**src/pdr_pkg.sv**
```systemverilog
// ----------------------------------------------------------------------------
// pdr_pkg: shared types, constants and functions
// Transfer types, plane record, status codes and the fixed-point helpers
// used by the panorama plane depth raster.
// ----------------------------------------------------------------------------
package pdr_pkg;

  localparam int unsigned MAX_PLANES_DEF       = 256;
  localparam int unsigned MAX_MAP_WIDTH_DEF    = 512;
  localparam int unsigned MAX_MAP_HEIGHT_DEF   = 256;
  localparam int unsigned SINE_TABLE_DEPTH_DEF = 1024;

  localparam int unsigned WIDTH_W  = 10;
  localparam int unsigned HEIGHT_W = 9;
  localparam int unsigned COL_W    = 9;
  localparam int unsigned ROW_W    = 8;
  localparam int unsigned DEPTH_W  = 24;

  localparam logic CMD_LOAD  = 1'b0;
  localparam logic CMD_PIXEL = 1'b1;

  localparam logic REG_MAP_WIDTH  = 1'b0;
  localparam logic REG_MAP_HEIGHT = 1'b1;

  localparam int unsigned QUEUE_DEPTH = 4;
  localparam int unsigned QUEUE_AW    = 2;

  localparam logic [DEPTH_W-1:0] DEPTH_MAX = 24'hFFFFFF;

  // depth byte = floor(depth * 51 / 5120), saturating from this depth up
  localparam logic [DEPTH_W-1:0] BYTE_SAT_DEPTH = 24'd25701;
  localparam int unsigned        BYTE_MUL       = 51;
  localparam int unsigned        BYTE_SHIFT     = 10;
  localparam int unsigned        FIFTH_MUL      = 3277;
  localparam int unsigned        FIFTH_SHIFT    = 14;

  localparam logic [63:0] PI_Q30      = 64'd3373259426;
  localparam logic [63:0] HALF_PI_Q30 = 64'd1686629713;
  localparam logic [63:0] TWO_PI_Q30  = 64'd6746518852;

  typedef enum logic [1:0] {
    ST_NONE = 2'd0,
    ST_HIT  = 2'd1,
    ST_SAT  = 2'd2
  } status_t;

  typedef struct packed {
    logic                cmd;
    logic [7:0]          plane_slot;
    logic signed [15:0]  normal_x;
    logic signed [15:0]  normal_y;
    logic signed [15:0]  normal_z;
    logic signed [23:0]  plane_distance;
    logic [7:0]          pixel_plane;
    logic [COL_W-1:0]    column;
    logic [ROW_W-1:0]    row;
  } in_item_t;

  typedef struct packed {
    logic [DEPTH_W-1:0]  depth_fixed;
    logic [7:0]          depth_byte;
    logic [1:0]          depth_status;
    logic [COL_W-1:0]    out_column;
    logic [ROW_W-1:0]    out_row;
  } out_item_t;

  typedef struct packed {
    logic signed [15:0]  normal_x;
    logic signed [15:0]  normal_y;
    logic signed [15:0]  normal_z;
    logic signed [23:0]  plane_distance;
  } plane_t;

  typedef struct packed {
    logic                has_plane;
    logic [COL_W-1:0]    out_col;
    logic [ROW_W-1:0]    out_row;
  } pix_side_t;

  typedef struct packed {
    logic                load_en;
    logic                pixel;
    logic                has_plane;
    logic [7:0]          idx;
    plane_t              plane;
    logic [WIDTH_W-1:0]  xm;
    logic [WIDTH_W-1:0]  wm1;
    logic [HEIGHT_W-1:0] ym;
    logic [HEIGHT_W-1:0] hm1;
    logic [COL_W-1:0]    out_col;
    logic [ROW_W-1:0]    out_row;
  } q_item_t;

  // q1.14 sine of 2*pi*k/2^db from a q30 taylor series, rounded to nearest
  function automatic logic signed [15:0] sine_entry(input int unsigned db,
                                                    input int unsigned k);
    logic [63:0] a;
    logic [63:0] x2;
    logic [63:0] term;
    logic [63:0] sum;
    logic [63:0] r;
    logic        neg;
    a   = (64'(k) * TWO_PI_Q30 + (64'd1 << (db - 1))) >> db;
    neg = 1'b0;
    if (a >= PI_Q30) begin
      a   = a - PI_Q30;
      neg = 1'b1;
    end
    if (a > HALF_PI_Q30) begin
      a = PI_Q30 - a;
    end
    x2   = (a * a) >> 30;
    term = a;
    sum  = a;
    term = ((term * x2) >> 30) / 6;
    sum  = sum - term;
    term = ((term * x2) >> 30) / 20;
    sum  = sum + term;
    term = ((term * x2) >> 30) / 42;
    sum  = sum - term;
    term = ((term * x2) >> 30) / 72;
    sum  = sum + term;
    term = ((term * x2) >> 30) / 110;
    sum  = sum - term;
    term = ((term * x2) >> 30) / 156;
    sum  = sum + term;
    r    = (sum + 64'd32768) >> 16;
    return neg ? -16'(r) : 16'(r);
  endfunction

  // q1.14 product, rounded to nearest with a half away from zero
  function automatic logic signed [15:0] mul_q14(input logic signed [15:0] a,
                                                 input logic signed [15:0] b);
    logic signed [31:0] p;
    logic [31:0]        mag;
    logic [31:0]        r;
    p   = a * b;
    mag = p[31] ? 32'(-p) : 32'(p);
    r   = (mag + 32'd8192) >> 14;
    return p[31] ? -16'(r) : 16'(r);
  endfunction

endpackage

```
**src/pdr_queue.sv**
```systemverilog
// ----------------------------------------------------------------------------
// pdr_queue: front to back item queue
// Small queue that lets the front keep taking items while the back is held.
// ----------------------------------------------------------------------------
module pdr_queue
  import pdr_pkg::*;
(
  input  logic    clk,
  input  logic    rst_n,
  input  logic    push,
  input  q_item_t push_item,
  input  logic    pop,
  output logic    full,
  output logic    q_vld,
  output q_item_t q_item
);

  q_item_t             slot_r [QUEUE_DEPTH];
  logic [QUEUE_AW-1:0] wr_ptr_r;
  logic [QUEUE_AW-1:0] rd_ptr_r;
  logic [QUEUE_AW:0]   cnt_r;
  logic [QUEUE_AW:0]   cnt_nxt;

  assign full   = (cnt_r == (QUEUE_AW + 1)'(QUEUE_DEPTH));
  assign q_vld  = (cnt_r != '0);
  assign q_item = slot_r[rd_ptr_r];

  always_comb begin
    cnt_nxt = cnt_r;
    if (push && !pop) begin
      cnt_nxt = cnt_r + 1'b1;
    end else if (pop && !push) begin
      cnt_nxt = cnt_r - 1'b1;
    end
  end

  always_ff @(posedge clk) begin
    if (!rst_n) begin
      wr_ptr_r <= '0;
      rd_ptr_r <= '0;
      cnt_r    <= '0;
    end else begin
      cnt_r <= cnt_nxt;
      if (push) begin
        wr_ptr_r <= wr_ptr_r + 1'b1;
      end
      if (pop) begin
        rd_ptr_r <= rd_ptr_r + 1'b1;
      end
    end
  end

  always_ff @(posedge clk) begin
    if (push) begin
      slot_r[wr_ptr_r] <= push_item;
    end
  end

endmodule

```
**config.mk**
```make
export PLATFORM = sky130hd
export DESIGN_NAME = pdr_queue
export DESIGN_NICKNAME = d
export VERILOG_FILES = /design/src/pdr_pkg.sv /design/src/pdr_queue.sv
export SDC_FILE = /design/constraint.sdc
export NUM_CORES = 1
export LEC_CHECK = 0
export BUFFER_PORTS_ARGS = -buffer_cell sky130_fd_sc_hd__buf_2
export CAP_MARGIN = 5
export CORE_UTILIZATION = 55
export DETAILED_ROUTE_END_ITERATION = 8
export PLACE_DENSITY = 0.77
export SLEW_MARGIN = 20
export SYNTH_ARGS = -nofsm -noshare
export SYNTH_HDL_FRONTEND = slang
export SYNTH_SLANG_ARGS = --single-unit
```
**constraint.sdc**
```tcl
create_clock -name clk -period 5.4 [get_ports clk]
set_input_delay 0.54 -clock clk [delete_from_list [all_inputs] [get_ports clk]]
set_output_delay 0.54 -clock clk [all_outputs]
set_load 0.02 [all_outputs]
```
# Yosys cells after proc, flatten, opt, wreduce, memory -nomap -nowiden
# Memories as Yosys holds them, arrays and structs flattened. A register that Yosys moved wholly into a read port is not among the register bits.
# Index checks and enable logic that the tools add are counted.
dict set report word_totals {
  regBits 7
  mem_bits_rw 552
  memories 1
  wordCells 21
}
# name depth word_bits rd rd_ports_with_merged_regs write_ports line
set mem_list {}
lappend mem_list {slot_r 4 138 1 1 1 pdr_queue.sv:18} ;# q_item_t slot_r [QUEUE_DEPTH];
dict set report classes {
  muxes 6
  n_addsub 4
  n_reduce_logical 6
  n_eq_ne 1
}
# op count
set op_table {}
lappend op_table {{3-bit two-way mux} 2}
lappend op_table {{2-bit by 1-bit adder with 2-bit output (second input constant)} 2}
lappend op_table {{2-bit two-way mux} 2}
lappend op_table {{3-bit by 1-bit adder with 3-bit output (second input constant)} 1}
lappend op_table {{3-bit equality test (second input constant)} 1}
lappend op_table {{3-bit nonzero test} 1}
lappend op_table {{3-bit by 1-bit subtractor with 3-bit output (second input constant)} 1}
lappend op_table {{1-bit logical AND} 2}
lappend op_table {{1-bit logical NOT} 2}
lappend op_table {{1-bit two-way mux} 2}
lappend op_table {{2-bit nonzero test} 1}

# Depth between registers and ports, before layout
# Gate-level depths: netlist (run 1).
dict set report logic_depth {
  depth_word 4
  mapped_depth 7
}

# Worst setup path before layout (run 1)
# OpenSTA, ideal clock, no wires.
dict set report synth_timing {
  path_kind {flip-flop to flip-flop}
  from {register wr_ptr_r[0]}
  to {memory slot_r[0][0] in the netlist's numbering, enable pin}
  path_buffers 0
  path_stages_with_launch 4
  period_less_slack_ns 4.216
  arrival_ns 3.702
  slack_ns 1.184
  path_cell_list {dfxtp_1 > inv_1 > ha_1 > and2_1}
}
# element line
set synth_lines {}
lappend synth_lines {{start: declaration} pdr_queue.sv:19} ;# logic [QUEUE_AW-1:0] wr_ptr_r;
lappend synth_lines {{start signal: assignment} pdr_queue.sv:45} ;# wr_ptr_r <= wr_ptr_r + 1'b1;
lappend synth_lines {{end: declaration} pdr_queue.sv:18}
# Straight into the memory's write port.

==> impl_results.md, run 1 <==
* WL/cell at 23.3 um
* Startpoint class of the critical path: flip-flop
* Crit path time final at 3420 ps
* Fillcell total at 2,370
* Max cap viols at 0
* DR pass1 iterations at 5
* Total track usage at roughly a fifth
* Leading cell type in the layout, fill and taps excluded: edfxtp_1
* Post-synthesis sequential area ratio at 81.8%
* Flops & latches, synth at 561
* Die area at 38,000 um^2
* Async S/R FF share, synth at 0%
* Initial antenna violation count at 8
* RSZ-0062 raised after global routing: false
* Post_cts resized at 0
* TritonCTS Sinks at 561
* CTS clk-pin slew, worst paths at ~60 ps
* EDFF count, synth at 552
* Final hold vios at 0
* H-tree depth at 2
* Hpwl dp at around 21,000 um
* Row count at 70
* Pins over their slew limit at 0
* Port bufs at ~280
* Final core utilization at 65.7%
* Final-report setup violation count at 0
* Worst slew margin at 28.1%
* First-pass GRT wire length at approximately 56,000 um
* Post-synth top flop: edfxtp_1
* CTS tree: done
* Hold Buf Count CTS at 0
* DRC Markers at 0
* Status: finished, final reports clean
* Pwr Density at 407 nW/um^2
* Starting Density at 55.9%
* Grt total ovfl at 0
* Vias at 8,952
* Post-DP Area at 22,300 um^2
* Largest net degree at the start of global routing at 78
* Area growth from synthesis to layout at 17.4%
* Die span in x at 195 um
* Worst path arrival time at around 2900 ps
* Synthesized area per cell at roughly 27 um^2
* Number of placed instances with taps included at between 1,000 and 1,500
* Final wirelength at 37,100 um
* DRT antenna net count at 0
* CP max FO at 36
* Hold crit path type: in2reg
* Worst-margin pin slew at 1080 ps
* Die height at 195 um
* CTS Root Buffer Type: clkbuf_16
* Layout cells sized above 1 at 45.2%
* Ports at 282
* Layout Skew at approximately 16 ps
* Commonest cells after routing, fill and taps aside: 552 x edfxtp_1, 281 x buf_2, 138 x mux4_2, 57 x clkbuf_16, 14 x clkbuf_1
* Fin cells at 1,592
* Vias per inst at between 5 and 6
* Worst Setup End Kind: primary output
* Post-Synthesis Cells at ~760
* CP Class: reg2out
* Final instance area at 24,000 um^2
* Worst endpoint required time at 4860 ps
* Vias in the first global route at ~9,500
* Synth unique cells at 21
* Post-Route Setup TNS at 0 ps
* Mapped Nets at 912
* Max Root-Sink Buffers at 3
* CTS Buf Count at 54
* Tcrit/Tclk final at 63.3%
* Core area at 36,600 um^2
* 1st-iter DRT viols at 510
* GPL Wtd Cong at 0.707
* Layout Nets at ~1,200
* Synthesized area at 20,500 um^2
* Peak supply drop at 0.320 mV
* Clock latency on the worst-skew pair at 580 ps
* Post-CTS Setup Bufs at 0
* Max Clock Freq at between 200 and 300 MHz
* Static leakage at 8.05 nW
* YS warnings at 0
-- critical path, cell delays in order (launching register included) --
cell,delay (ps)
dfxtp_4,770
buf_4,670
mux4_2,610
buf_2,180
-- cells in the mapped netlist, types with 3 or more instances --
| library cell | instances | area share [%] |
|---|---|---|
| edfxtp_1 | 552 | 81 |
| mux4_2 | 138 | 15 |
| buf_2 | 13 | 0.32 |
| buf_12 | 11 | 1.1 |
| and2_1 | 9 | 0.27 |
| dfxtp_1 | 9 | 0.88 |
| ha_1 | 5 | 0.31 |
| buf_6 | 4 | 0.22 |
| inv_1 | 4 | 0.073 |
| xor2_1 | 3 | 0.13 |
-- sequential cells by signal, indices dropped and copies added, names as in the netlist, named ones only --
register and cells:
rd_ptr_r 2, wr_ptr_r 2, cnt_r 3, slot_r 552
-- kinds of logic after synthesis --
logic type               share of synthesized area (%)
XOR/XNOR                                         0.214
AO/OA/AOI/OAI                                   0.0611
adder cells (fa/ha/maj)                          0.403
flip-flops                                        81.8
AND/OR/NAND/NOR                                  0.452
multiplexers                                      15.3
buffers and inverters                             1.76
-- per-layer routing --
layer	vias to the layer above	track usage, %	routed length, um
li1	3950	-	-
met1	4628	25.9	14500
met2	294	31.8	18500
met3	72	6.58	3100
met4	8	6.45	954
met5	-	0	50
-- worst paths after layout --
check,slack (ps),endpoint,cells past startpoint,startpoint
setup / recovery,1980,q_item[137],3,flip-flop
hold / removal,170,slot_r[2][104],1,push_item[104]
setup reg to reg,3070,slot_r[0][23],4,wr_ptr_r[0]
hold reg to reg,510,cnt_r[2],2,cnt_r[2]
-- area by class of cell --
| class | count | area (um^2) | area share (%) |
|---|---|---|---|
| sequential | 561 | 16800 | 69.7 |
| multi-input combinational | 168 | 3370 | 14.0 |
| timing repair buffer | 288 | 1530 | 6.38 |
| clock buffer | 71 | 1480 | 6.15 |
| tap | 468 | 586 | 2.44 |
| clock inverter | 27 | 284 | 1.18 |
| inverter | 4 | 15.0 | 0.0624 |
| antenna | 5 | 12.5 | 0.0520 |
-- report_power, final --
part / total [W] / switching, W / internal [W] / leakage (nW)
clock: 0.00372 / 0.00152 / 0.00221 / 0.852
sequential: 0.00509 / 0.0000806 / 0.00501 / 5.15
combinational: 0.000985 / 0.000580 / 0.000404 / 2.05
-- per-stage QoR --
step                      setup WS [ps]  total power (W)  hold WS, ps
after floorplan                    1180          0.00585          467
after global placement             2450          0.00615          479
after detailed placement           2470          0.00618          506
after CTS                          1840          0.00991          134
after global routing               1730           0.0101          135
final                              1980          0.00979          168
Note: power is estimated with default switching activity, not from simulation.
==> run 2, diff against run 1 <==
--- a/config.mk
+++ b/config.mk
@@ -7,9 +7,9 @@
 export LEC_CHECK = 0
 export BUFFER_PORTS_ARGS = -buffer_cell sky130_fd_sc_hd__buf_2
 export CAP_MARGIN = 5
-export CORE_UTILIZATION = 55
+export CORE_UTILIZATION = 51
 export DETAILED_ROUTE_END_ITERATION = 8
-export PLACE_DENSITY = 0.77
+export PLACE_DENSITY = 0.75
 export SLEW_MARGIN = 20
 export SYNTH_ARGS = -nofsm -noshare
 export SYNTH_HDL_FRONTEND = slang
==> constraint.sdc (replaced) <==
create_clock -name clk -period 3.1 [get_ports clk]
set_input_delay 0.31 -clock clk [delete_from_list [all_inputs] [get_ports clk]]
set_output_delay 0.31 -clock clk [all_outputs]
set_load 0.02 [all_outputs]
==> run 2 against run 1 <==
Effect of this change: sequential share of layout area is 4.8 points lower; first-iteration DRC count rose by 3.3%; hold slack lost 55 ps; critical path type unchanged.
==> impl_results.md, run 2 (same netlist as run 1, synthesis figures left out) <==
* Clock latency on the worst-skew pair at 590 ps (about the same)
* Critical-path cell list: buf_4 -> mux4_2 -> buf_2
* Critical R2R Capture: slot_r[2][98]
* CTS tree: done
* Starting Density at 51.7% (-4.3 points)
* Startpoint class of the critical path: flip-flop
* Commonest cells after routing, fill and taps aside: 552 x edfxtp_1, 281 x buf_2, 139 x dlygate4sd3_1, 138 x mux4_2, 55 x clkbuf_16
* Row count at 73 (+4.3%)
* Worst path arrival time at 2330 ps (-550 ps)
* Initial antenna violation count at 3 (-5)
* CP peak stage delay at 620 ps (-150 ps)
* H-tree depth at 2 (unchanged)
* Worst slew margin at 51.9% (+24 points)
* Final wirelength at 40,800 um (+10%)
* Core area at 39,600 um^2 (+8.3%)
* CTS Root Buffer Type: clkbuf_16
* Hold wc startpoint: pop
* Biggest register: slot_r
* Ports at 282 (unchanged)
* Vias at 9,782 (+9.3%)
* Worst-margin pin slew at 722 ps (-357 ps)
* Grt total ovfl at 0 (unchanged)
* Crit-path slowest cell: dfxtp_4
* CTS Buf Count at 54 (unchanged)
* Area growth from synthesis to layout at 26.2%
* Worst R2R Path Depth at 4 (unchanged)
* Max Root-Sink Buffers at 3 (unchanged)
* Register-to-register setup slack at 1210 ps (-1860 ps)
* Crit path time final at between 2000 and 3000 ps
* Status: finished, final reports clean
* Die height at 202 um (+3.8%)
* WL/cell at 22.5 um (-3.4%)
* Number of placed instances with taps included at 1,571 (+5.5%)
* First-pass GRT wire length at 61,700 um (+10%)
* CP Class: reg2out
* Max cap viols at 0 (unchanged)
* Static leakage at 8.82 nW (+9.5%)
* Layout cells sized above 1 at 41.6% (-3.6 points)
* RSZ-0062 raised after global routing: false
* DR pass1 iterations at 5 (unchanged)
* WHS Path Cells at 3 (+2)
* CP max FO at 18 (-50%)
* CTS clk-pin slew, worst paths at 60 ps (about the same)
* Final-report setup violation count at 0 (unchanged)
* Max Clock Freq at ~380 MHz
* Leading cell type in the layout, fill and taps excluded: edfxtp_1
* Largest net degree at the start of global routing at 43 (-45%)
* Pins over their slew limit at 0 (unchanged)
* Pwr Density at 676 nW/um^2 (+66%)
* Post-Route Setup TNS at 0 ps (unchanged)
* Fin cells at 1,812 (+14%)
* Peak supply drop at 0.637 mV (+99%)
* Max FFs per register at 552 (unchanged)
* Vias in the first global route at 10,771 (+13%)
* TritonCTS Sinks at 561 (unchanged)
* Post-CTS Setup Bufs at 0 (unchanged)
* Port bufs at 281 (unchanged)
* GPL Wtd Cong at 0.750 (+6.1%)
* Layout Nets at 1,389 (+13%)
* Die span in x at 202 um (+3.8%)
* Die area at 41,000 um^2 (+7.8%)
* Biggest regs: slot_r: 552 flops, cnt_r: 3 flops
* Final hold vios at 0 (unchanged)
* 1st-iter DRT viols at 527 (+3.3%)
* Final core utilization at 65.2% (-0.51 points)
* Vias per inst at 5.40 (-4.0%)
* Worst Setup End Kind: primary output
* Layout Skew at 16.3 ps (+0.439 ps)
* DRT antenna net count at 0 (unchanged)
* Post_cts resized at 0 (unchanged)
* DRC Markers at 0 (unchanged)
* Tcrit/Tclk final at 85.2%
* Total track usage at 20.3% (+0.43 points)
* Worst hold slack at 113 ps (-54.9 ps)
* Reg2reg start: wr_ptr_r[0]
* Hpwl dp at 23,800 um (+12%)
* Worst endpoint required time at 2790 ps (-2070 ps)
* Hold crit path type: in2reg
[run 2: routing by layer]
layer	up-vias	global-route usage, %	wire length, um
met5	-	0	26
met4	4	6.36	844
met3	64	5.21	2990
met2	347	33.8	20800
met1	5092	26.3	16100
li1	4275	-	-
[run 2: how the worst max path moves through the flow]
stage | cells past startpoint | end | slack, ps | start
floorplan | 3 | slot_r[2][0] | 420 | wr_ptr_r[0]
global placement | 3 | q_item[32] | 1020 | flip-flop
detailed placement | 3 | q_item[32] | 1000 | flip-flop
CTS | 3 | q_item[32] | 360 | flip-flop
global route | 3 | q_item[37] | 300 | flip-flop
finish | 3 | q_item[32] | 460 | flip-flop
[run 2: critical path, delay by kind of cell, from the launching register on]
family	cells	cell delay, ps
DFF	1	620
muxes	1	560
buffers and inverters	2	550
[run 2: power by group]
part	total (W)	leakage, nW	switching (W)	internal (W)
clock	0.00667	0.877	0.00274	0.00393
combinational	0.00197	2.79	0.00110	0.000868
sequential	0.00883	5.15	0.000117	0.00871
[run 2: area by class of cell]
type	count	area, um^2
sequential	561	16800
fill	2575	13800
multi-input combinational	168	3370
timing repair buffer	452	3210
clock buffer	68	1430
tap	525	657
clock inverter	33	387
inverter	4	15.0
antenna	1	2.50
[run 2: timing repair]
action / 4_1_cts / 5_1_grt
setup endpoints to repair: 0 / 0
hold buffers: 139 / 0
endpoints found under the hold margin: 557 / 0
[run 2: through the flow]
| step | total power (W) | area [um^2] | setup slack, ps |
|---|---|---|---|
| floorplan | 0.0102 | 20500 | 422 |
| global route | 0.0180 | 25800 | 301 |
| CTS | 0.0176 | 25800 | 355 |
| finish | 0.0175 | 25800 | 457 |
| global placement | 0.0108 | 22600 | 1020 |
| detailed placement | 0.0108 | 22600 | 1000 |
==> run 3, diff against run 2 <==
--- a/config.mk
+++ b/config.mk
@@ -7,6 +7,7 @@
 export LEC_CHECK = 0
 export BUFFER_PORTS_ARGS = -buffer_cell sky130_fd_sc_hd__buf_2
 export CAP_MARGIN = 5
+export CORE_ASPECT_RATIO = 1.4
 export CORE_UTILIZATION = 51
 export DETAILED_ROUTE_END_ITERATION = 8
 export PLACE_DENSITY = 0.75
==> run 3 against run 2 <==
Effect of this change: register-to-register slack improved by 20 ps; first-iteration DRC count is 4.2% higher; flip-flop and latch count unchanged; via count decreased by 0.93%; wire length fell by 1.8%; combinational power about the same; fmax up 0.59%; core utilization fell by 0.32 points; die area about the same; hold slack got worse by 63 ps; final cell count down 0.77%; non-clock buffer count down 9; critical path type unchanged; largest cell class unchanged.
==> impl_results.md, run 3 (same netlist as run 1, synthesis figures left out) <==
* Starting Density at 51.9% (+0.20 points)
* Max cap viols at 0 (unchanged)
* Worst-margin pin slew at 681 ps (-41.4 ps)
* Worst path arrival time at 2320 ps (about the same)
* DRC Markers at 0 (unchanged)
* Die area at 41,000 um^2 (about the same)
* RSZ-0062 raised after global routing: false
* Die height at 239 um (+18%)
* Max Clock Freq at 381 MHz (+0.59%)
* Static leakage at 8.69 nW (-1.4%)
* Pins over their slew limit at 0 (unchanged)
* Ports at 282 (unchanged)
* Post-Route Setup TNS at 0 ps (unchanged)
* Critical-path cell list: buf_12 -> buf_12 -> mux4_2 -> buf_2
* Buf/Inv on CP at 3 (+1)
* Largest net degree at the start of global routing at 60 (+40%)
* Crit-path slowest cell: mux4_2
* Post-CTS Setup Bufs at 0 (unchanged)
* Peak supply drop at 0.563 mV (-12%)
* CTS tree: done
* First-pass GRT wire length at 59,300 um (-3.8%)
* 1st-iter DRT viols at 549 (+4.2%)
* Final hold vios at 0 (unchanged)
* H-tree depth at 2 (unchanged)
* Status: finished, final reports clean
* Total track usage at 19.9% (-0.44 points)
* Hold crit path type: in2reg
* Crit path time final at 2630 ps (-15.6 ps)
* CTS clk-pin slew, worst paths at 60 ps (about the same)
* TritonCTS Sinks at 561 (unchanged)
* Initial antenna violation count at 4 (+1)
* Post_cts resized at 0 (unchanged)
* Max Root-Sink Buffers at 3 (unchanged)
* CP dominant cell by count: buf_12
* Core area at 39,500 um^2 (-0.38%)
* Final worst slack at 473 ps (+15.6 ps)
* CTS Buf Count at 51 (-5.6%)
* DR pass1 iterations at 4 (-1)
* Worst hold slack at 50.3 ps (-63.1 ps)
* CP Class: reg2out
* Tcrit/Tclk final at 84.7% (-0.50 points)
* Fillcell total at 2,545 (-1.2%)
* WL/cell at 22.3 um (-1.0%)
* Leading cell type in the layout, fill and taps excluded: edfxtp_1
* Hpwl dp at 23,400 um (-1.8%)
* Port bufs at 281 (unchanged)
* Layout cells sized above 1 at 40.7% (-0.91 points)
* Area growth from synthesis to layout at 25.1%
* Pwr Density at 660 nW/um^2 (-2.4%)
* Final instance area at 25,600 um^2 (-0.86%)
* Grt total ovfl at 0 (unchanged)
* Worst Setup End Kind: primary output
* Die span in x at 171 um (-15%)
* Worst slew margin at 54.6% (+2.8 points)
* DRT antenna net count at 0 (unchanged)
* CP top delay family: buffers and inverters
* Startpoint class of the critical path: flip-flop
* Worst endpoint required time at 2790 ps (about the same)
* Layout Nets at 1,377 (-0.86%)
* GPL Wtd Cong at 0.742 (-1.0%)
* Layout Skew at 13.4 ps (-2.89 ps)
* Vias in the first global route at 10,257 (-4.8%)
* Vias at 9,691 (-0.93%)
* Vias per inst at 5.39 (-0.16%)
* Worst slack at placement at 1010 ps (+10.6 ps)
* Final-report setup violation count at 0 (unchanged)
* Post-DP Area at 22,600 um^2 (-0.14%)
* CP max FO at 29 (+11)
* CTS Root Buffer Type: clkbuf_16
* Row count at 86 (+18%)
* Clock latency on the worst-skew pair at 550 ps (-40 ps)
* Final wirelength at 40,000 um (-1.8%)
* Max FFs per register at 552 (unchanged)
* CP peak stage delay at 550 ps (-70 ps)
* Biggest regs: slot_r: 552 flops, cnt_r: 3 flops
* Commonest cells after routing, fill and taps aside: 552 x edfxtp_1, 281 x buf_2, 138 x mux4_2, 138 x dlygate4sd3_1, 53 x clkbuf_16
* Biggest register: slot_r
[run 3: cell count changes in the layout (fill, tap and decap cells not counted), moves of 2 or more]
| cell | previous run | this run |
|---|---|---|
| buf_4 | 18 | 8 |
| inv_6 | 2 | 0 |
| clkinv_2 | 8 | 6 |
| buf_12 | 14 | 16 |
| clkinvlp_4 | 3 | 1 |
| bufinv_16 | 8 | 5 |
| clkbuf_16 | 55 | 53 |
[run 3: cell type report]
class	count	area, um^2	area share (%)
Timing Repair Buffer	443	3170	12.4
Clock inverter	25	249	0.972
Clock buffer	67	1380	5.38
Inverter	4	15.0	0.0586
Multi-Input combinational cell	168	3370	13.2
Antenna cell	2	5.00	0.0195
Sequential cell	561	16800	65.5
Tap cell	528	661	2.58
[run 3: path summary, 6_finish.rpt]
path,startpoint,endpoint,slack [ps],cells past startpoint
hold / removal,rst_n,cnt_r[0],50,2
setup / recovery,flip-flop,q_item[90],470,4
setup reg to reg,wr_ptr_r[0],slot_r[3][92],1230,3
hold reg to reg,cnt_r[2],cnt_r[2],500,2
[run 3: timing repair]
action / in CTS / in global routing
hold buffers: 138 / 0
hold endpoints to repair: 552 / 0
setup endpoints to repair: 0 / 0
[run 3: power by group]
| group | total [W] | switching [W] | internal, W | leakage [nW] |
|---|---|---|---|---|
| Clock | 0.00610 | 0.00256 | 0.00354 | 0.791 |
| Combinational | 0.00198 | 0.00112 | 0.000867 | 2.75 |
| Sequential | 0.00883 | 0.000111 | 0.00871 | 5.15 |
| Total | 0.0169 | 0.00378 | 0.0131 | 8.69 |
[run 3: worst register-to-register path: stages (launching register included)]
cell     delay (ps)
dfxtp_1         390
ha_1            170
and2_4          480
buf_12          370
[run 3: routing by layer]
| metal | global-route usage (%) | vias up | part of all wire (%) |
|---|---|---|---|
| li1 | - | 4230 | - |
| met1 | 23.3 | 5075 | 37 |
| met2 | 35.8 | 307 | 55 |
| met3 | 3.84 | 75 | 5.1 |
| met4 | 7.58 | 4 | 3.1 |
| met5 | 0 | - | 0.055 |
[run 3: stage by stage]
step	utilization, %	total power, W	cells
final	64.9	0.0169	1798
after global routing	64.9	0.0174	1798
after CTS	64.8	0.0170	1796
after detailed placement	57.2	0.0108	1566
after global placement	57.2	0.0108	1566
after floorplan	-	0.0102	764
