[config.mk]
export PLATFORM = sky130hd
export DESIGN_NAME = pdr_front
export DESIGN_NICKNAME = d
export VERILOG_FILES = /design/src/pdr_pkg.sv /design/src/pdr_front.sv
export SDC_FILE = /design/constraint.sdc
export NUM_CORES = 1
export LEC_CHECK = 0
export BUFFER_PORTS_ARGS = -buffer_cell sky130_fd_sc_hd__buf_2
export CORE_AREA = 2 2 102 104
export DETAILED_ROUTE_END_ITERATION = 10
export DIE_AREA = 0 0 104 106
export MAX_ROUTING_LAYER = met4
export SLEW_MARGIN = 30
export SYNTH_ARGS = -nofsm -noshare
export SYNTH_HDL_FRONTEND = slang
export SYNTH_SLANG_ARGS = --single-unit
[constraint.sdc]
create_clock -name vclk -period 5.9
set_input_delay 0.295 -clock vclk [all_inputs]
set_output_delay 0.295 -clock vclk [all_outputs]
set_load 0.02 [all_outputs]
[src/pdr_pkg.sv]
// ----------------------------------------------------------------------------
// pdr_pkg: shared types, constants and functions
// Transfer types, plane record, status codes and the fixed-point helpers
// used by the panorama plane depth raster.
// ----------------------------------------------------------------------------
package pdr_pkg;

  localparam int unsigned MAX_PLANES_DEF       = 256;
  localparam int unsigned MAX_MAP_WIDTH_DEF    = 512;
  localparam int unsigned MAX_MAP_HEIGHT_DEF   = 256;
  localparam int unsigned SINE_TABLE_DEPTH_DEF = 1024;

  localparam int unsigned WIDTH_W  = 10;
  localparam int unsigned HEIGHT_W = 9;
  localparam int unsigned COL_W    = 9;
  localparam int unsigned ROW_W    = 8;
  localparam int unsigned DEPTH_W  = 24;

  localparam logic CMD_LOAD  = 1'b0;
  localparam logic CMD_PIXEL = 1'b1;

  localparam logic REG_MAP_WIDTH  = 1'b0;
  localparam logic REG_MAP_HEIGHT = 1'b1;

  localparam int unsigned QUEUE_DEPTH = 4;
  localparam int unsigned QUEUE_AW    = 2;

  localparam logic [DEPTH_W-1:0] DEPTH_MAX = 24'hFFFFFF;

  // depth byte = floor(depth * 51 / 5120), saturating from this depth up
  localparam logic [DEPTH_W-1:0] BYTE_SAT_DEPTH = 24'd25701;
  localparam int unsigned        BYTE_MUL       = 51;
  localparam int unsigned        BYTE_SHIFT     = 10;
  localparam int unsigned        FIFTH_MUL      = 3277;
  localparam int unsigned        FIFTH_SHIFT    = 14;

  localparam logic [63:0] PI_Q30      = 64'd3373259426;
  localparam logic [63:0] HALF_PI_Q30 = 64'd1686629713;
  localparam logic [63:0] TWO_PI_Q30  = 64'd6746518852;

  typedef enum logic [1:0] {
    ST_NONE = 2'd0,
    ST_HIT  = 2'd1,
    ST_SAT  = 2'd2
  } status_t;

  typedef struct packed {
    logic                cmd;
    logic [7:0]          plane_slot;
    logic signed [15:0]  normal_x;
    logic signed [15:0]  normal_y;
    logic signed [15:0]  normal_z;
    logic signed [23:0]  plane_distance;
    logic [7:0]          pixel_plane;
    logic [COL_W-1:0]    column;
    logic [ROW_W-1:0]    row;
  } in_item_t;

  typedef struct packed {
    logic [DEPTH_W-1:0]  depth_fixed;
    logic [7:0]          depth_byte;
    logic [1:0]          depth_status;
    logic [COL_W-1:0]    out_column;
    logic [ROW_W-1:0]    out_row;
  } out_item_t;

  typedef struct packed {
    logic signed [15:0]  normal_x;
    logic signed [15:0]  normal_y;
    logic signed [15:0]  normal_z;
    logic signed [23:0]  plane_distance;
  } plane_t;

  typedef struct packed {
    logic                has_plane;
    logic [COL_W-1:0]    out_col;
    logic [ROW_W-1:0]    out_row;
  } pix_side_t;

  typedef struct packed {
    logic                load_en;
    logic                pixel;
    logic                has_plane;
    logic [7:0]          idx;
    plane_t              plane;
    logic [WIDTH_W-1:0]  xm;
    logic [WIDTH_W-1:0]  wm1;
    logic [HEIGHT_W-1:0] ym;
    logic [HEIGHT_W-1:0] hm1;
    logic [COL_W-1:0]    out_col;
    logic [ROW_W-1:0]    out_row;
  } q_item_t;

  // q1.14 sine of 2*pi*k/2^db from a q30 taylor series, rounded to nearest
  function automatic logic signed [15:0] sine_entry(input int unsigned db,
                                                    input int unsigned k);
    logic [63:0] a;
    logic [63:0] x2;
    logic [63:0] term;
    logic [63:0] sum;
    logic [63:0] r;
    logic        neg;
    a   = (64'(k) * TWO_PI_Q30 + (64'd1 << (db - 1))) >> db;
    neg = 1'b0;
    if (a >= PI_Q30) begin
      a   = a - PI_Q30;
      neg = 1'b1;
    end
    if (a > HALF_PI_Q30) begin
      a = PI_Q30 - a;
    end
    x2   = (a * a) >> 30;
    term = a;
    sum  = a;
    term = ((term * x2) >> 30) / 6;
    sum  = sum - term;
    term = ((term * x2) >> 30) / 20;
    sum  = sum + term;
    term = ((term * x2) >> 30) / 42;
    sum  = sum - term;
    term = ((term * x2) >> 30) / 72;
    sum  = sum + term;
    term = ((term * x2) >> 30) / 110;
    sum  = sum - term;
    term = ((term * x2) >> 30) / 156;
    sum  = sum + term;
    r    = (sum + 64'd32768) >> 16;
    return neg ? -16'(r) : 16'(r);
  endfunction

  // q1.14 product, rounded to nearest with a half away from zero
  function automatic logic signed [15:0] mul_q14(input logic signed [15:0] a,
                                                 input logic signed [15:0] b);
    logic signed [31:0] p;
    logic [31:0]        mag;
    logic [31:0]        r;
    p   = a * b;
    mag = p[31] ? 32'(-p) : 32'(p);
    r   = (mag + 32'd8192) >> 14;
    return p[31] ? -16'(r) : 16'(r);
  endfunction

endpackage

[src/pdr_front.sv]
// ----------------------------------------------------------------------------
// pdr_front: item classification
// Sorts each accepted item into load or pixel, clamps the pixel position to
// the map and forms the mirrored column and flipped row for the back end.
// ----------------------------------------------------------------------------
module pdr_front
  import pdr_pkg::*;
#(
  parameter int unsigned MAX_PLANES     = MAX_PLANES_DEF,
  parameter int unsigned MAX_MAP_WIDTH  = MAX_MAP_WIDTH_DEF,
  parameter int unsigned MAX_MAP_HEIGHT = MAX_MAP_HEIGHT_DEF
) (
  input  in_item_t            item,
  input  logic [WIDTH_W-1:0]  map_width,
  input  logic [HEIGHT_W-1:0] map_height,
  output q_item_t             q_item
);

  localparam int unsigned WCAP = (MAX_MAP_WIDTH > 1023) ? 1023 : MAX_MAP_WIDTH;
  localparam int unsigned HCAP = (MAX_MAP_HEIGHT > 511) ? 511 : MAX_MAP_HEIGHT;

  logic [WIDTH_W-1:0]  w_eff;
  logic [WIDTH_W-1:0]  wm1;
  logic [WIDTH_W-1:0]  col_c;
  logic [HEIGHT_W-1:0] h_eff;
  logic [HEIGHT_W-1:0] hm1;
  logic [HEIGHT_W-1:0] row_c;
  logic                slot_ok;
  logic                plane_ok;
  logic                is_pixel;

  always_comb begin
    if (map_width < WIDTH_W'(2)) begin
      w_eff = WIDTH_W'(2);
    end else if (map_width > WIDTH_W'(WCAP)) begin
      w_eff = WIDTH_W'(WCAP);
    end else begin
      w_eff = map_width;
    end
    if (map_height < HEIGHT_W'(2)) begin
      h_eff = HEIGHT_W'(2);
    end else if (map_height > HEIGHT_W'(HCAP)) begin
      h_eff = HEIGHT_W'(HCAP);
    end else begin
      h_eff = map_height;
    end
  end

  assign wm1   = w_eff - WIDTH_W'(1);
  assign hm1   = h_eff - HEIGHT_W'(1);
  assign col_c = ({1'b0, item.column} > wm1) ? wm1 : {1'b0, item.column};
  assign row_c = ({1'b0, item.row} > hm1) ? hm1 : {1'b0, item.row};

  assign is_pixel = (item.cmd == CMD_PIXEL);
  assign slot_ok  = ({1'b0, item.plane_slot} < 9'(MAX_PLANES));
  assign plane_ok = (item.pixel_plane != 8'd0) && ({1'b0, item.pixel_plane} < 9'(MAX_PLANES));

  always_comb begin
    q_item.load_en   = !is_pixel && slot_ok;
    q_item.pixel     = is_pixel;
    q_item.has_plane = plane_ok;
    q_item.idx       = is_pixel ? item.pixel_plane : item.plane_slot;
    q_item.plane.normal_x       = item.normal_x;
    q_item.plane.normal_y       = item.normal_y;
    q_item.plane.normal_z       = item.normal_z;
    q_item.plane.plane_distance = item.plane_distance;
    q_item.xm      = wm1 - col_c;
    q_item.wm1     = wm1;
    q_item.ym      = hm1 - row_c;
    q_item.hm1     = hm1;
    q_item.out_col = q_item.xm[COL_W-1:0];
    q_item.out_row = row_c[ROW_W-1:0];
  end

endmodule

**Yosys cells after proc, flatten, opt, wreduce, memory -nomap -nowiden**

Cells that the tools add are included.

- $lt $le $gt $ge: 6
- Shift operators: 0
- Equal/unequal tests: 0
- Multipliers: 0
- Reductions and logical operators: 2
- Bitwise logic cells: 0
- Add/sub/neg operators: 4
- Divide/modulo/power cells: 0
- Mux-type cells: 7

Operators with widths:

| kind | count |
|---|---|
| two-way mux 10 bit | 3 |
| two-way mux 9 bit | 3 |
| > comparator 10 bit, second input constant | 1 |
| > comparator 9 x 10 -> 1 bit | 1 |
| < comparator 10 x 2 -> 1 bit, second input constant | 1 |
| subtractor 10 x 1 -> 10 bit, second input constant | 1 |
| subtractor 10 bit | 1 |
| > comparator 8 x 9 -> 1 bit | 1 |
| > comparator 9 bit, second input constant | 1 |
| < comparator 9 x 2 -> 1 bit, second input constant | 1 |
| subtractor 9 x 1 -> 9 bit, second input constant | 1 |
| subtractor 9 bit | 1 |
| two-way mux 8 bit | 1 |
| nonzero test 8 bit | 1 |
| zero test 1 bit | 1 |

- Bits in latches: 0
- Output and inout port bits: 138
- Logic and storage cells: 19
- Memories kept: 0
- Bits in read-only memories: 0
- Input port bits: 125
- Register bits after elaboration: 0
- Memory bits (writable): 0

**Longest topological paths before layout**

Gate-level depths: netlist (run 1).

- Depth after elaboration: 7
- Gate-level depth with buffers: 26
- Gate-level depth less buffers: 24

**Worst setup path before layout (run 1)**

No wires, ideal clock.

- Path kind: in2out
- Start: input port map_height[3]
- End: output port q_item[34] (netlist name)
- Arrival time: 6556 ps
- Path slack: -951 ps
- Cell stages on the path: 22
- Required time: 5605 ps
- Path through: or3_1 o311ai_0 ha_1 clkbuf_1 a21oi_1 a21oi_1 inv_1 ha_1 a2111oi_0 a211o_1 buf_2 buf_4 mux2i_1 ha_1 inv_1 fa_1 a21o_1 a21oi_1 nor2b_1 o21a_1 o41ai_1 xor2_1

RTL lines:

| what | line | text |
|---|---|---|
| start: declaration | pdr_front.sv:15 | `input logic [HEIGHT_W-1:0] map_height,` |
| end: declaration | pdr_front.sv:16 | `output q_item_t q_item` |

==> results.md, run 1 <==
- Post-layout min period: 5.53 ns
- CP peak stage delay: 0.44 ns
- Mapped Area: 2610 um2
- Total die area: 11000 um2
- Busiest layer in global routing: met2
- Worst-path cell chain: buf_2 > nor4_2 > nor2b_2 > a21oi_1 > or2_2 > ha_2 > and2_1 > or3_1 > inv_1 > ha_2 > or2_2 > o21ai_0 > o311ai_4 > mux2i_1 > ha_1 > inv_1 > fa_1 > a21o_1 > a21oi_1 > nor2b_1 > o21a_1 > o2bb2ai_1 > xnor2_1 > buf_2
- Global-route usage over all layers: 12.0%
- Detailed Route Iter0 Violations: 50
- Max Cap Viol: 0
- Antenna cells: 0
- Number of sequential cells: 0
- Slew HR: 65.7%
- Fraction of the yosys area taken by sequential cells: 0%
- Wire length of the first global-routing pass: 11.1 mm
- Vias in the first global route: 2429
- DRT Wirelength: 7.03 mm
- Net Sw Power: 338 uW
- # clk buffers: 0
- Commonest non-fill, non-tap cell in the layout: buf_2
- CP Launch Type: primary input
- Layout cell share with drive strength beyond 1: 42.1%
- Slew Viols, Final: 0
- CP max FO: 8
- Register area: 0 um2
- CP max stage cell: or3_1
- GRT overflow: 0
- CP bufs+invs: 4
- Final Cell Area: 2840 um2
- Fin util: 28.4%
- Synth Area per Inst: 7.47 um2
- Place WS: 0.243 ns
- Final Hold Viols: 0
- IO Port Bufs: 118
- GP Congestion: 0.902
- Leakage power: 1.45 nW
- Synth-to-layout area growth: 8.88%
- Post-DRT Antenna Nets: 0
- Final period util: 93.8%
- Mapped Cells: 349
- WL/cell: 13.4 um
- Sequential share of power: 0%
- Clock power share: 0%
- Core box area: 10000 um2
- PnR worst setup slack: 0.368 ns
- Post-Syn Nets: 510
- Filler cell count: 1104
- Count of distinct cell types in the synthesized netlist: 55
- Status: finished clean
- Grt met2 use: 23.5%
- Met1 Use GR: 13.0%
- Largest net degree at the start of global routing: 14
- Die Y: 106 um
- CP required: 5.61 ns
- I/O pin cnt: 263
- Fmax: 181 MHz
- Drt via density: 4.82
- DPL Wire Length: 6.09 mm
- Slew @ Worst Pin: 0.510 ns
- Arr. time, crit path: 5.24 ns
- CP Class: primary input to primary output
- Initial antenna violation count: 0
- Initial Util: 26.1%
- Worst VDD drop: 0.000121 V
- Combinational fraction of design power: 100.0%
- Setup crit end kind: primary output
- Pwr dens: 196 nW/um2
- Crit path max-delay family: simple AND/OR/NAND/NOR gates
- M3 GR Usage: 2.02%
- Worst min path class: primary input to primary output
- Synth warnings: 0
- Final setup viols: 0
- Commonest non-fill, non-tap cells in the layout: 117 x buf_2, 32 x ha_1, 31 x inv_1
- Fin nets: 550
- Die Width: 104 um
- Cell Rows: 37
- Internal power: 218 uW
- Via count: 2521
- 1st-pass router iterations: 4
- Post-route DRC: 0
- Switch share: 60.8%
- Placed cell area: 2810 um2
-- layer usage --
layer / up-vias / routed length, um
li1: 1218 / -
met1: 1144 / 2890
met2: 147 / 3480
met3: 12 / 587
met4: 0 / 72
met5: - / 0
-- power groups by stage --
stage / Sequential, mW / Clock (mW) / Combinational, mW
after CTS: 0 / 0 / 0.552
final: 0 / 0 / 0.556
after detailed placement: 0 / 0 / 0.548
after global placement: 0 / 0 / 0.545
after floorplan: 0 / 0 / 0.483
after global routing: 0 / 0 / 0.608
-- cell families (layout without fill, tap and decap cells) --
| kind of cell | count (synthesis) | count (layout) | synth area share [%] |
|---|---|---|---|
| AO/OA/AOI/OAI | 65 | 65 | 18.1 |
| other | 1 | 1 | 0.144 |
| buffers and inverters | 122 | 160 | 29.9 |
| XOR/XNOR | 15 | 15 | 5.04 |
| adder cells (fa/ha/maj) | 36 | 36 | 17.9 |
| AND/OR/NAND/NOR | 78 | 78 | 16.0 |
| multiplexers | 32 | 32 | 13.0 |
-- area by class of cell --
type                            instances  area [um2]  share of cell area, %
Inverter                               31         116                   4.10
Tap cell                              136         170                   6.00
Multi-Input combinational cell        227        1880                   66.1
Timing Repair Buffer                  129         676                   23.8
-- cell usage after synthesis, drive strengths merged (5+ instances only) --
| cell type | n | area (um2) |
|---|---|---|
| inv | 31 | 116 |
| nor2b | 8 | 50.1 |
| buf | 86 | 643 |
| o21a | 8 | 60.1 |
| mux2 | 15 | 169 |
| nor2 | 20 | 77.6 |
| mux2i | 17 | 170 |
| nor3 | 9 | 45.0 |
| nand2 | 8 | 30.0 |
| clkbuf | 5 | 18.8 |
| a21o | 5 | 37.5 |
| o21ai | 18 | 90.1 |
| xor2 | 5 | 43.8 |
| nand3 | 6 | 30.0 |
| or3 | 5 | 32.5 |
| ha | 34 | 425 |
| xnor2 | 10 | 87.6 |
| a21oi | 10 | 50.1 |
-- metrics by stage --
step,total power [mW],cells,setup TNS [ns],hold slack [ns]
detailed placement,0.548,522,0,0.590
global placement,0.545,522,0,0.590
finish,0.556,523,0,0.590
CTS,0.552,522,0,0.590
global route,0.608,523,-0.00819,0.590
floorplan,0.483,349,0,0.699
-- worst paths after layout --
kind	startpoint	end	slack (ns)	cells after the start
setup / recovery	map_width[2]	q_item[16]	0.37	24
hold / removal	item[71]	q_item[101]	0.59	0
-- what timing repair did --
item | 4_1_cts | 5_1_grt
endpoints found under the setup margin | 0 | 7
hold buffers | 0 | 0
gates resized for setup | 0 | 7
setup buffers | 0 | 1
Power figures use the tool's default switching activity.
==> inputs of run 2 (changes only) <==
--- a/config.mk
+++ b/config.mk
@@ -5,6 +5,7 @@
 export SDC_FILE = /design/constraint.sdc
 export NUM_CORES = 1
 export LEC_CHECK = 0
+export ABC_AREA = 1
 export BUFFER_PORTS_ARGS = -buffer_cell sky130_fd_sc_hd__buf_2
 export CORE_AREA = 2 2 102 104
 export DETAILED_ROUTE_END_ITERATION = 10
==> run 2 against run 1 <==
  * Count of clock-buffer cells in the layout unchanged
  * Cell count increased by 15%
  * Synthesized cell count increased by 24%
  * Global-route usage decreased by 0.095 points
  * Largest cell class unchanged
  * Highest routed layer unchanged
==> results.md, run 2 <==
- CP peak stage delay: 0.41 ns (was 0.44 ns)
- Count of distinct cell types in the synthesized netlist: 30 (was 55)
- Worst VDD drop: 0.000124 V (was 0.000121 V)
- Total Negative Setup Slacks: 0 ns (unchanged)
- Synth Area per Inst: 5.97 um2 (was 7.47 um2)
- Mux cell area share after synthesis: 0% (was 13.0%)
- Leakage power: 1.65 nW (was 1.45 nW)
- Global-route usage over all layers: 11.9% (was 12.0%)
- Post-Synth Simple-Gate Area: 27.9% (was 16.0%)
- Die Width: 104 um (unchanged)
- Vias in the first global route: 2432 (was 2429)
- GRT overflow: 0 (unchanged)
- Initial antenna violation count: 0 (unchanged)
- CP Class: primary input to primary output (unchanged)
- Cell count after placement: 599 (was 522)
- Fraction of the yosys area taken by sequential cells: 0% (unchanged)
- Largest cells by area after synthesis: buf_4 24%, ha_1 16%, nand2_1 15%, inv_1 9.0%, xor2_1 5.4% (was buf_4 24%, ha_1 16%, mux2i_1 6.5%, mux2_2 6.5%, inv_1 4.5%)
- Die Y: 106 um (unchanged)
- Commonest cells post-synth: 100 x nand2_1, 84 x buf_4, 62 x inv_1, 37 x nor2_1, 34 x ha_1 (was 85 x buf_4, 34 x ha_1, 31 x inv_1, 19 x nor2_1, 18 x o21ai_0)
- Synth-to-layout area growth: 3.87% (was 8.88%)
- Post-CTS sizing: 0 (unchanged)
- Post-layout min period: 5.38 ns (was 5.53 ns)
- Arr. time, crit path: 5.08 ns (was 5.24 ns)
- IO Port Bufs: 118 (unchanged)
- Pwr dens: 229 nW/um2 (was 196 nW/um2)
- Max Cap Viol: 0 (unchanged)
- Status: finished clean (unchanged)
- Cell Rows: 37 (unchanged)
- Total die area: 11000 um2 (unchanged)
- Largest net degree at the start of global routing: 17 (was 14)
- Place WS: 0.534 ns (was 0.243 ns)
- Antenna cells: 0 (unchanged)
- Clock power share: 0% (about the same)
- Cell taking the most area after synthesis: buf_4 (unchanged)
- Fin nets: 626 (was 550)
- Slew @ Worst Pin: 0.500 ns (was 0.510 ns)
- Pwr Total: 616 uW (was 556 uW)
- Sequential share of power: 0% (about the same)
- Setup crit end kind: primary output (unchanged)
- Largest family of logic cells by synthesized area: buffers and inverters (unchanged)
- Commonest non-fill, non-tap cell in the layout: buf_2 (unchanged)
- I/O pin cnt: 263 (unchanged)
- Slew HR: 66.4% (was 65.7%)
- Final std cells w/o fill: 599 (was 523)
- Drt via density: 4.45 (was 4.82)
- Via count: 2666 (was 2521)
- Synth Area in XOR/XNOR: 6.44% (was 5.04%)
- CP required: 5.61 ns (about the same)
- Internal power: 208 uW (was 218 uW)
- DPL Wire Length: 6.20 mm (was 6.09 mm)
- Slew Viols, Final: 0 (unchanged)
- Combinational fraction of design power: 100.0% (about the same)
- Adder-cell share of the synthesized area: 18.0% (was 17.9%)
- Post-DRT Antenna Nets: 0 (unchanged)
- CP Launch Type: primary input (unchanged)
- Switch share: 66.2% (was 60.8%)
- CP max FO: 15 (was 8)
- Mapped Cells: 433 (was 349)
- Area share of the largest cell type after synthesis: 24.4% (was 24.5%)
- RSZ-0062 raised after global routing: no
- Most frequent cell after synthesis: nand2_1 (was buf_4)
- Register area: 0 um2 (unchanged)
- Final Hold Viols: 0 (unchanged)
- Final Cell Area: 2680 um2 (was 2840 um2)
- Initial Util: 25.8% (was 26.1%)
- GP Congestion: 0.955 (was 0.902)
- Core box area: 10000 um2 (unchanged)
- Fmax: 186 MHz (was 181 MHz)
- Worst path most repeated cell: nand2_1
- Final period util: 91.2% (was 93.8%)
- CTS Hold Bufs: 0 (unchanged)
- Layout cell share with drive strength beyond 1: 28.1% (was 42.1%)
- Wire length of the first global-routing pass: 10.9 mm (was 11.1 mm)
- Final setup viols: 0 (unchanged)
- Post-CTS Repair Setup Buffers: 0 (unchanged)
- Mapped Area: 2580 um2 (was 2610 um2)
- Crit path capture: q_item[34] (was q_item[16])
- Commonest non-fill, non-tap cells in the layout: 118 x buf_2, 100 x nand2_1, 62 x inv_1 (was 117 x buf_2, 32 x ha_1, 31 x inv_1)
- CP max stage cell: fa_1 (was or3_1)
- Net Sw Power: 408 uW (was 338 uW)
- PnR worst setup slack: 0.520 ns (was 0.368 ns)
- Detailed Route Iter0 Violations: 69 (was 50)
- Placed cell area: 2680 um2 (was 2810 um2)
- Post-route DRC: 0 (unchanged)
- DRT Wirelength: 6.92 mm (was 7.03 mm)
- Worst min path class: primary input to primary output (unchanged)
- Synth warnings: 0 (unchanged)
- 1st-pass router iterations: 4 (unchanged)
- Synth Area in Compound Gates: 12.7% (was 18.1%)
- WL/cell: 11.5 um (was 13.4 um)
- Worst setup path start: map_height[3] (was map_width[2])
- Number of sequential cells: 0 (unchanged)
- Post-Syn Nets: 594 (was 510)
- Filler cell count: 1154 (was 1104)
- # clk buffers: 0 (unchanged)
run 2: cell count changes in the layout (fill, tap and decap cells not counted), moves of 7 or more:
cell / before / now
a21oi_1: 8 / 27
o21a_1: 8 / 0
mux2_2: 15 / 0
buf_4: 12 / 0
inv_1: 31 / 62
mux2i_1: 16 / 0
nor2_1: 19 / 37
o21ai_0: 18 / 8
nand2_1: 8 / 100
xnor2_1: 10 / 3
nor2b_1: 7 / 0
xor2_1: 5 / 16
nand3_1: 6 / 20
nor3_1: 9 / 2
run 2: through the flow:
stage | hold WS [ns] | util, %
3_5_place_dp | 0.590 | 26.8
6_report | 0.590 | 26.8
5_1_grt | 0.590 | 26.8
2_1_floorplan | 0.703 | -
3_3_place_gp | 0.590 | 26.8
4_1_cts | 0.590 | 26.8
run 2: cell families after synthesis:
logic type | count (synthesis)
adder cells (fa/ha/maj) | 36
XOR/XNOR | 19
AO/OA/AOI/OAI | 53
buffers and inverters | 151
other | 1
AND/OR/NAND/NOR | 173
run 2: how the worst min path moves through the flow:
stage              from          end  slack, ns  cells past startpoint
6_report       item[96]  q_item[126]       0.59                      0
5_1_grt        item[39]   q_item[69]       0.59                      0
4_1_cts        item[83]  q_item[113]       0.59                      0
3_5_place_dp   item[83]  q_item[113]       0.59                      0
3_3_place_gp   item[83]  q_item[113]       0.59                      0
2_1_floorplan  item[70]  q_item[100]       0.70                      1
run 2: critical path, delay by kind of cell:
| family | cells | cell delay [ns] |
|---|---|---|
| XOR/XNOR | 2 | 0.34 |
| adder cells (fa/ha/maj) | 4 | 1.16 |
| buffers and inverters | 3 | 0.36 |
| AND/OR/NAND/NOR | 9 | 1.42 |
| AO/OA/AOI/OAI | 10 | 1.47 |
run 2: final cells by class:
| class | instances | area (um2) | share of cell area (%) |
|---|---|---|---|
| Multi-Input combinational cell | 282 | 1690 | 62.8 |
| Timing Repair Buffer | 118 | 591 | 22.0 |
| Tap cell | 136 | 170 | 6.34 |
| Inverter | 63 | 236 | 8.81 |
run 2: power groups by stage:
stage / Sequential [mW] / Combinational (mW) / Clock [mW]
2_1_floorplan: 0 / 0.545 / 0
3_3_place_gp: 0 / 0.615 / 0
3_5_place_dp: 0 / 0.621 / 0
4_1_cts: 0 / 0.623 / 0
5_1_grt: 0 / 0.675 / 0
6_report: 0 / 0.616 / 0
run 2: routing by layer:
| layer | GRT usage, % | wire length [um] |
|---|---|---|
| met1 | 13.4 | 2890 |
| met5 | - | 0 |
| met2 | 21.7 | 3320 |
| met3 | 1.66 | 462 |
| met4 | 3.96 | 239 |
==> inputs of run 3 (changes only) <==
--- a/config.mk
+++ b/config.mk
@@ -11,7 +11,9 @@
 export DETAILED_ROUTE_END_ITERATION = 10
 export DIE_AREA = 0 0 104 106
 export MAX_ROUTING_LAYER = met4
+export PLACE_DENSITY = 0.7
 export SLEW_MARGIN = 30
 export SYNTH_ARGS = -nofsm -noshare
 export SYNTH_HDL_FRONTEND = slang
 export SYNTH_SLANG_ARGS = --single-unit
+export TNS_END_PERCENT = 10
==> run 3 against run 2 <==
  * Design area grew 1.4%
  * Count of clock-buffer cells in the layout unchanged
  * Wire length down 2.7%
  * Critical path depth rose by 2
  * Cell count is 0.33% higher
  * Via count is 2.4% lower
  * Global-route usage down 0.28 points
  * Hold slack is the same
  * Flip-flop and latch count stayed put
  * Power shrank 1.0%
  * First-iteration DRC count increased by 46%
  * Die area did not move
  * Largest power group unchanged
  * Highest routed layer unchanged
==> results.md, run 3 (synthesis results as in run 2) <==
- Die Width: 104 um (unchanged)
- CP peak stage delay: 0.40 ns (was 0.41 ns)
- Total die area: 11000 um2 (unchanged)
- Slew Viols, Final: 0 (unchanged)
- Final Cell Area: 2720 um2 (was 2680 um2)
- Detailed Route Iter0 Violations: 101 (was 69)
- GRT overflow: 0 (unchanged)
- Antenna cells: 0 (unchanged)
- Status: finished clean (unchanged)
- Total Negative Setup Slacks: 0 ns (unchanged)
- Register area: 0 um2 (unchanged)
- Post-route DRC: 0 (unchanged)
- Pwr Total: 610 uW (was 616 uW)
- Worst path most repeated cell: nand2_1 (unchanged)
- Number of sequential cells: 0 (unchanged)
- WL/cell: 11.2 um (was 11.5 um)
- Initial antenna violation count: 0 (unchanged)
- IO Port Bufs: 118 (unchanged)
- 1st-pass router iterations: 5 (was 4)
- CP required: 5.61 ns (about the same)
- Cell Rows: 37 (unchanged)
- Fin nets: 628 (was 626)
- Placed cell area: 2680 um2 (unchanged)
- Post-DRT Antenna Nets: 0 (unchanged)
- Via count: 2603 (was 2666)
- # clk buffers: 0 (unchanged)
- Global-route usage over all layers: 11.6% (was 11.9%)
- RSZ-0062 raised after global routing: no (unchanged)
- Layout cell share with drive strength beyond 1: 29.2% (was 28.1%)
- Vias in the first global route: 2351 (was 2432)
- CP Launch Type: primary input (unchanged)
- Max Cap Viol: 0 (unchanged)
- Arr. time, crit path: 4.92 ns (was 5.08 ns)
- Setup crit end kind: primary output (unchanged)
- Core box area: 10000 um2 (unchanged)
- CP max stage cell: fa_1 (unchanged)
- Fmax: 192 MHz (was 186 MHz)
- CTS Hold Bufs: 0 (unchanged)
- Largest net degree at the start of global routing: 17 (unchanged)
- Final setup viols: 0 (unchanged)
- Filler cell count: 1173 (was 1154)
- Worst VDD drop: 0.000101 V (was 0.000124 V)
- Worst min path class: primary input to primary output (unchanged)
- Initial Util: 25.8% (unchanged)
- GP Congestion: 0.850 (was 0.955)
- CP max FO: 15 (unchanged)
- Drt via density: 4.33 (was 4.45)
- Wire length of the first global-routing pass: 10.6 mm (was 10.9 mm)
- Multi-input logic area: 1710 um2 (was 1690 um2)
- Final Hold Viols: 0 (unchanged)
- CP Class: primary input to primary output (unchanged)
- Pwr dens: 224 nW/um2 (was 229 nW/um2)
- Final period util: 88.3% (was 91.2%)
- I/O pin cnt: 263 (unchanged)
- Post-layout min period: 5.21 ns (was 5.38 ns)
- DPL Wire Length: 6.07 mm (was 6.20 mm)
- Leakage power: 1.66 nW (was 1.65 nW)
- DRT Wirelength: 6.73 mm (was 6.92 mm)
- Commonest non-fill, non-tap cells in the layout: 118 x buf_2, 100 x nand2_1, 62 x inv_1 (unchanged)
- Synth-to-layout area growth: 5.28% (was 3.87%)
- Commonest non-fill, non-tap cell in the layout: buf_2 (unchanged)
- Die Y: 106 um (unchanged)
[run 3: worst paths after layout]
kind                       from          end  cells after the start
setup / recovery  map_height[3]   q_item[34]                     30
hold / removal         item[91]  q_item[121]                      0
[run 3: per-stage QoR]
step	utilization [%]	hold WS (ns)	cells	worst slack (ns)
2_1_floorplan	-	0.703	433	0.944
3_3_place_gp	26.8	0.590	599	0.707
3_5_place_dp	26.8	0.590	599	0.572
4_1_cts	26.8	0.590	599	0.547
5_1_grt	27.2	0.590	601	0.0625
6_report	27.2	0.590	601	0.689
[run 3: what timing repair did]
action / CTS / global route
gates resized for setup: 0 / 4
endpoints found under the setup margin: 0 / 2
setup buffers: 0 / 2
[run 3: area by class of cell]
cell class,count,share of cell area (%)
repair buffers,120,22.3
multi-input cells,282,62.8
inverters,63,8.69
well taps,136,6.26
[run 3: worst max-delay path: cells and delay by family]
kind                     cells  cell delay, ns
AO/OA/AOI/OAI                9            1.40
AND/OR/NAND/NOR             11            1.35
adder cells (fa/ha/maj)      4            1.14
buffers and inverters        4            0.41
XOR/XNOR                     2            0.32
[run 3: power by group]
part	total, mW	switching [mW]	internal, mW
clock	0	0	0
combinational	0.610	0.401	0.209
sequential	0	0	0
[run 3: per-layer routing]
metal / wire length (um) / share of wire, % / vias to the layer above / GRT usage [%]
met3: 575 / 8.5 / 39 / 2.45
met2: 3090 / 46 / 140 / 20.3
met5: 0 / 0 / - / -
met4: 347 / 5.2 / 0 / 5.69
met1: 2710 / 40 / 1070 / 12.6
li1: - / - / 1354 / -
